### src/design/bfsm_pkg.sv
// ----------------------------------------------------------------------------
// bfsm_pkg: shared types and microcode for the string metrics core
// Item structs, register indexes, sequencer ops, conditions and the
// control program that drives the text measurement datapath.
// ----------------------------------------------------------------------------
package bfsm_pkg;

  localparam int GLYPH_ENTRIES_DEF = 256;
  localparam int KERN_ENTRIES_DEF  = 1024;

  localparam int CFG_IDX_W  = 3;
  localparam int CFG_DATA_W = 16;

  // register indexes
  localparam logic [CFG_IDX_W-1:0] CFG_LINE_HEIGHT  = 3'd0;
  localparam logic [CFG_IDX_W-1:0] CFG_SCALE_FACTOR = 3'd1;
  localparam logic [CFG_IDX_W-1:0] CFG_GLYPH_COUNT  = 3'd2;
  localparam logic [CFG_IDX_W-1:0] CFG_KERN_COUNT   = 3'd3;
  localparam logic [CFG_IDX_W-1:0] CFG_FONT_LOADED  = 3'd4;

  // input actions
  localparam logic [1:0] ACT_GLYPH = 2'd0;
  localparam logic [1:0] ACT_KERN  = 2'd1;
  localparam logic [1:0] ACT_CHAR  = 2'd2;

  localparam logic [7:0]  NEWLINE_CODE = 8'd10;
  localparam logic [15:0] SCALE_RESET  = 16'd256;
  localparam logic [15:0] LINE_MAX     = 16'hFFFF;
  localparam logic [38:0] HEIGHT_MAX   = {39{1'b1}};

  typedef struct packed {
    logic [1:0]         action;
    logic [9:0]         slot;
    logic [31:0]        first_code;
    logic [31:0]        second_code;
    logic signed [15:0] amount;
    logic [7:0]         text_char;
    logic               last;
  } in_item_t;

  typedef struct packed {
    logic [38:0]        width;
    logic signed [39:0] last_line_width;
    logic [38:0]        height;
  } out_item_t;

  typedef enum logic [3:0] {
    OP_IDLE,
    OP_NOP,
    OP_K_INC,
    OP_K_ADD,
    OP_NL,
    OP_G_INC,
    OP_G_ADD,
    OP_G_ZERO,
    OP_MAX,
    OP_MUL_W,
    OP_MUL_L,
    OP_MUL_H1,
    OP_MUL_H2,
    OP_EMIT
  } seq_op_t;

  typedef enum logic [3:0] {
    C_NEVER,
    C_NO_CHAR,
    C_KEND,
    C_KMISS,
    C_IS_NL,
    C_GEND,
    C_GMISS,
    C_NOT_LAST,
    C_OUT_BUSY
  } seq_cond_t;

  typedef logic [4:0] step_t;

  localparam step_t S_IDLE = 5'd0;
  localparam step_t S_KRD  = 5'd1;
  localparam step_t S_KCHK = 5'd2;
  localparam step_t S_KADD = 5'd3;
  localparam step_t S_NL   = 5'd4;
  localparam step_t S_GRD  = 5'd5;
  localparam step_t S_GCHK = 5'd6;
  localparam step_t S_GADD = 5'd7;
  localparam step_t S_GFB  = 5'd8;
  localparam step_t S_GFW  = 5'd9;
  localparam step_t S_GFA  = 5'd10;
  localparam step_t S_MAX  = 5'd11;
  localparam step_t S_MW   = 5'd12;
  localparam step_t S_ML   = 5'd13;
  localparam step_t S_MH1  = 5'd14;
  localparam step_t S_MH2  = 5'd15;
  localparam step_t S_OUT  = 5'd16;

  typedef struct packed {
    seq_op_t   op;
    seq_cond_t cond;
    step_t     jmp;   // taken when cond holds
    step_t     nxt;   // taken otherwise
  } ctrl_word_t;

  typedef struct packed {
    logic no_char;
    logic kend;
    logic kmiss;
    logic is_nl;
    logic gend;
    logic gmiss;
    logic not_last;
    logic out_busy;
  } seq_flags_t;

  // control program
  function automatic ctrl_word_t rom_word(input step_t s);
    ctrl_word_t w;
    unique case (s)
      S_IDLE:  w = '{OP_IDLE,   C_NO_CHAR,  S_IDLE, S_KRD};
      S_KRD:   w = '{OP_NOP,    C_KEND,     S_NL,   S_KCHK};
      S_KCHK:  w = '{OP_K_INC,  C_KMISS,    S_KRD,  S_KADD};
      S_KADD:  w = '{OP_K_ADD,  C_NEVER,    S_NL,   S_NL};
      S_NL:    w = '{OP_NL,     C_IS_NL,    S_MAX,  S_GRD};
      S_GRD:   w = '{OP_NOP,    C_GEND,     S_GFB,  S_GCHK};
      S_GCHK:  w = '{OP_G_INC,  C_GMISS,    S_GRD,  S_GADD};
      S_GADD:  w = '{OP_G_ADD,  C_NEVER,    S_MAX,  S_MAX};
      S_GFB:   w = '{OP_G_ZERO, C_NEVER,    S_GFW,  S_GFW};
      S_GFW:   w = '{OP_NOP,    C_NEVER,    S_GFA,  S_GFA};
      S_GFA:   w = '{OP_G_ADD,  C_NEVER,    S_MAX,  S_MAX};
      S_MAX:   w = '{OP_MAX,    C_NOT_LAST, S_IDLE, S_MW};
      S_MW:    w = '{OP_MUL_W,  C_NEVER,    S_ML,   S_ML};
      S_ML:    w = '{OP_MUL_L,  C_NEVER,    S_MH1,  S_MH1};
      S_MH1:   w = '{OP_MUL_H1, C_NEVER,    S_MH2,  S_MH2};
      S_MH2:   w = '{OP_MUL_H2, C_NEVER,    S_OUT,  S_OUT};
      S_OUT:   w = '{OP_EMIT,   C_OUT_BUSY, S_OUT,  S_IDLE};
      default: w = '{OP_IDLE,   C_NO_CHAR,  S_IDLE, S_IDLE};
    endcase
    return w;
  endfunction

endpackage

### src/design/bfsm_seq.sv
// ----------------------------------------------------------------------------
// bfsm_seq: microcode sequencer
// Step counter over the control program with one conditional jump per step.
// ----------------------------------------------------------------------------
module bfsm_seq (
  input  logic                   clk,
  input  logic                   rst_n,
  input  bfsm_pkg::seq_flags_t   flags,
  output bfsm_pkg::ctrl_word_t   ctrl
);
  import bfsm_pkg::*;

  step_t step_r;
  step_t step_nxt;
  logic  take;

  assign ctrl = rom_word(step_r);

  always_comb begin
    unique case (ctrl.cond)
      C_NEVER:    take = 1'b0;
      C_NO_CHAR:  take = flags.no_char;
      C_KEND:     take = flags.kend;
      C_KMISS:    take = flags.kmiss;
      C_IS_NL:    take = flags.is_nl;
      C_GEND:     take = flags.gend;
      C_GMISS:    take = flags.gmiss;
      C_NOT_LAST: take = flags.not_last;
      C_OUT_BUSY: take = flags.out_busy;
      default:    take = 1'b0;
    endcase
    step_nxt = take ? ctrl.jmp : ctrl.nxt;
  end

  always_ff @(posedge clk) begin
    if (!rst_n) begin
      step_r <= S_IDLE;
    end else begin
      step_r <= step_nxt;
    end
  end

endmodule

### config.mk
export PLATFORM = sky130hd
export DESIGN_NAME = bfsm_seq
export DESIGN_NICKNAME = d
export VERILOG_FILES = /design/src/design/bfsm_pkg.sv /design/src/design/bfsm_seq.sv
export SDC_FILE = /design/constraint.sdc
export NUM_CORES = 1
export LEC_CHECK = 0
export BUFFER_PORTS_ARGS = -buffer_cell sky130_fd_sc_hd__buf_2
export CAP_MARGIN = 30
export CORE_ASPECT_RATIO = 0.8
export CORE_MARGIN = 2
export CORE_UTILIZATION = 53
export CTS_BUF_LIST = sky130_fd_sc_hd__clkbuf_16
export CTS_CLUSTER_DIAMETER = 200
export DETAILED_ROUTE_END_ITERATION = 7
export GPL_TIMING_DRIVEN = 0
export PLACE_DENSITY_LB_ADDON = 0.1
export SETUP_SLACK_MARGIN = 0.5
export SYNTH_ARGS = -nofsm -noshare
export SYNTH_HDL_FRONTEND = slang
export SYNTH_SLANG_ARGS = --single-unit
### constraint.sdc
create_clock -name clk -period 3.3 [get_ports clk]
set_input_delay 0.165 -clock clk [delete_from_list [all_inputs] [get_ports clk]]
set_output_delay 0.165 -clock clk [all_outputs]
set_load 0.005 [all_outputs]
==> summary.txt <==
Wirelength per Cell = 17.1 um
Hold WC Path Type = input pin to flip-flop
met2 GRT Util = 42.5%
commonest cells after routing, fill and taps aside = buf_2, dfxtp_1, nand2_1, buf_4, a21oi_1
port bufs = 26
syn avg cell area = 8.39 sq um
Hold Buf Count CTS = 0
GPL Wtd Cong = 0.874
min cycle time layout = 2.74 ns
setup violators final = 0
maximum clock path buffer count = 2
#FFs+latches synth = 18
DRC = 0
core area = 2180 sq um
setup_tns = 0 ns
Pwr per Cell Area = 1090 nW/um^2
Detailed Routing Iterations Pass 1 = 4
H-Tree Depth = 1
via count = 1341
unrepaired setup endpoints after global routing = yes
Ports = 28
CP max FO = 7
number of flip-flops in the largest register = 18
Max VDD drop = 0.796 mV
initial cell density of the core = 57.0%
Die W = 58.1 um
worst clock skew = 0.00321 ns
met3 global-route usage = 6.61%
DP HPWL = 2.45 mm
Slew Limit Fails = 0
critical path class = flip-flop to flip-flop
Mapped Nets = 164
commonest non-fill, non-tap cell in the layout = buf_2
latest clock arrival within the worst-skew pair = 0.25 ns
cells after synthesis = 148
max_cap viols = 0
outcome = finished clean
Post-Syn Area = 1240 sq um
DRT iter0 DRCs = 104
final hold vios = 0
Rows = 15
nets = 208
Die Area = 2750 sq um
Rel. slew slack = 55.4%
worst path arrival time = 2.88 ns
Min Hold Slack = 0.504 ns
total global routing overflow = 0
layout cell share with drive strength beyond 1 = 36.1%
Worst Setup End Kind = flip-flop
CTS buffer count = 3
DR vias/cell = 6.21
filler cell count = 158
Worst setup SP type = flip-flop
pin count of the biggest net entering global routing = 11
fin crit share = 83.0%
Ant. Diodes = 0
Yosys cell types = 40
gr usage total = 27.1%
number of global-route vias before repair = 1082
Crit path required time = 3.45 ns
clock-pin slew on the worst setup and hold paths = 0.05 ns
Root Buffer = clkbuf_16
total wire length = 3.70 mm
CTS tree = done
Final ANT Viol Nets = 0
sequential cell area = 364 sq um
first-pass GRT wire length = 5.32 mm
clk sinks = 18
GR peak layer = met2
pin slew with the least headroom to its limit = 0.655 ns
yosys warns = 0
area growth from synthesis to layout = 32.3%
chip height = 47.3 um
antenna violations before repair = 0
M1 GR Usage = 35.8%
register area share after synthesis = 29.0%
Max Clk Rate = 365 MHz
area occupied by multi-input gates = 842 sq um
leak pwr = 0.748 nW
## worst max-delay path: stages, from the launching register on
cell      delay [ns]
dfxtp_4         0.37
mux2_4          0.29
or3_4           0.34
a32oi_4         0.21
buf_6           0.15
buf_8           0.11
mux2i_1         0.07
nand2b_4        0.16
ha_1            0.30
inv_2           0.07
o221ai_1        0.21
nand2_1         0.12
o211ai_1        0.18
nor2_1          0.05
## worst paths after layout
check,startpoint,to,slack (ns),depth (start not counted)
max,ctrl[10]$_DFF_P_,ctrl[14]$_DFF_P_,0.56,13
min reg2reg,ctrl[1]$_SDFF_PP0_,ctrl[15]$_SDFF_PP0_,0.74,4
min,rst_n,ctrl[5]$_SDFF_PP0_,0.50,4
max reg2reg,ctrl[10]$_DFF_P_,ctrl[14]$_DFF_P_,0.56,13
## logic make-up after synthesis
family | synth area share (%)
multiplexers | 17.8
AND/OR/NAND/NOR | 20.1
adder cells (fa/ha/maj) | 6.05
flip-flops | 29.0
buffers and inverters | 7.16
AO/OA/AOI/OAI | 19.9
## repair_timing
action | CTS | global route
buffers inserted | 5 | 8
gates resized for setup | 9 | 6
setup endpoints to repair | 17 | 15
pin swaps | 2 | 2
## through the flow
stage	cells	cell area, sq um	setup slack [ns]	util (%)	power [mW]
floorplan	148	1240	0.530	-	1.03
global placement	199	1410	0.310	64.5	1.23
detailed placement	199	1410	0.217	64.5	1.27
CTS	208	1550	0.480	71.4	1.61
global route	216	1640	0.474	75.4	1.89
finish	216	1640	0.561	75.4	1.79
## report_power, final
group	switching [mW]	leakage (nW)	internal, mW
Combinational	0.569	0.561	0.588
Sequential	0.0889	0.148	0.300
Clock	0.0878	0.0385	0.161
## final cells by class
type                       count  share of cell area [%]
buffer                         8                    3.58
clock buffer                   3                    4.57
clock inverter                 1                   0.229
inverter                      10                    2.36
multi-input combinational    112                    51.3
sequential                    18                    22.2
tap                           25                    1.91
timing repair buffer          39                    13.9
## cells in the mapped netlist
master / count / share of area [%]
a211oi_1: 2 / 1.2
a21oi_1: 10 / 4.0
a311oi_1: 2 / 1.4
a31oi_1: 2 / 1.0
a32oi_2: 1 / 1.3
and2_1: 2 / 1.0
buf_1: 1 / 0.30
buf_2: 2 / 0.81
buf_6: 1 / 0.91
clkbuf_1: 3 / 0.91
clkbuf_8: 1 / 1.1
clkinv_2: 1 / 0.40
dfxtp_1: 18 / 29
ha_1: 6 / 6.0
inv_1: 8 / 2.4
inv_2: 1 / 0.30
mux2_2: 6 / 5.4
mux2_4: 2 / 2.4
mux2i_1: 11 / 8.9
mux2i_2: 1 / 1.1
nand2_1: 14 / 4.2
nand2b_1: 3 / 1.5
nand3_1: 8 / 3.2
nand3b_1: 2 / 1.2
nand4b_1: 2 / 1.4
nor2_1: 9 / 2.7
nor2b_1: 2 / 1.0
nor3_1: 4 / 1.6
nor3b_2: 1 / 1.0
o2111ai_1: 1 / 0.71
o211ai_1: 2 / 1.2
o21a_1: 1 / 0.61
o21ai_0: 6 / 2.4
o21ai_1: 2 / 0.81
o221ai_1: 4 / 2.8
o22ai_1: 2 / 1.0
o31ai_1: 1 / 0.61
o32ai_1: 1 / 0.71
or3_1: 1 / 0.50
or3_2: 1 / 0.61
## metal layers
metal | part of all wire [%] | up-vias
met3 | 9.5 | 7
met5 | 0 | -
met1 | 41 | 630
met4 | 1.8 | 0
met2 | 48 | 81
li1 | - | 623
Note: power is estimated with default switching activity, not from simulation.
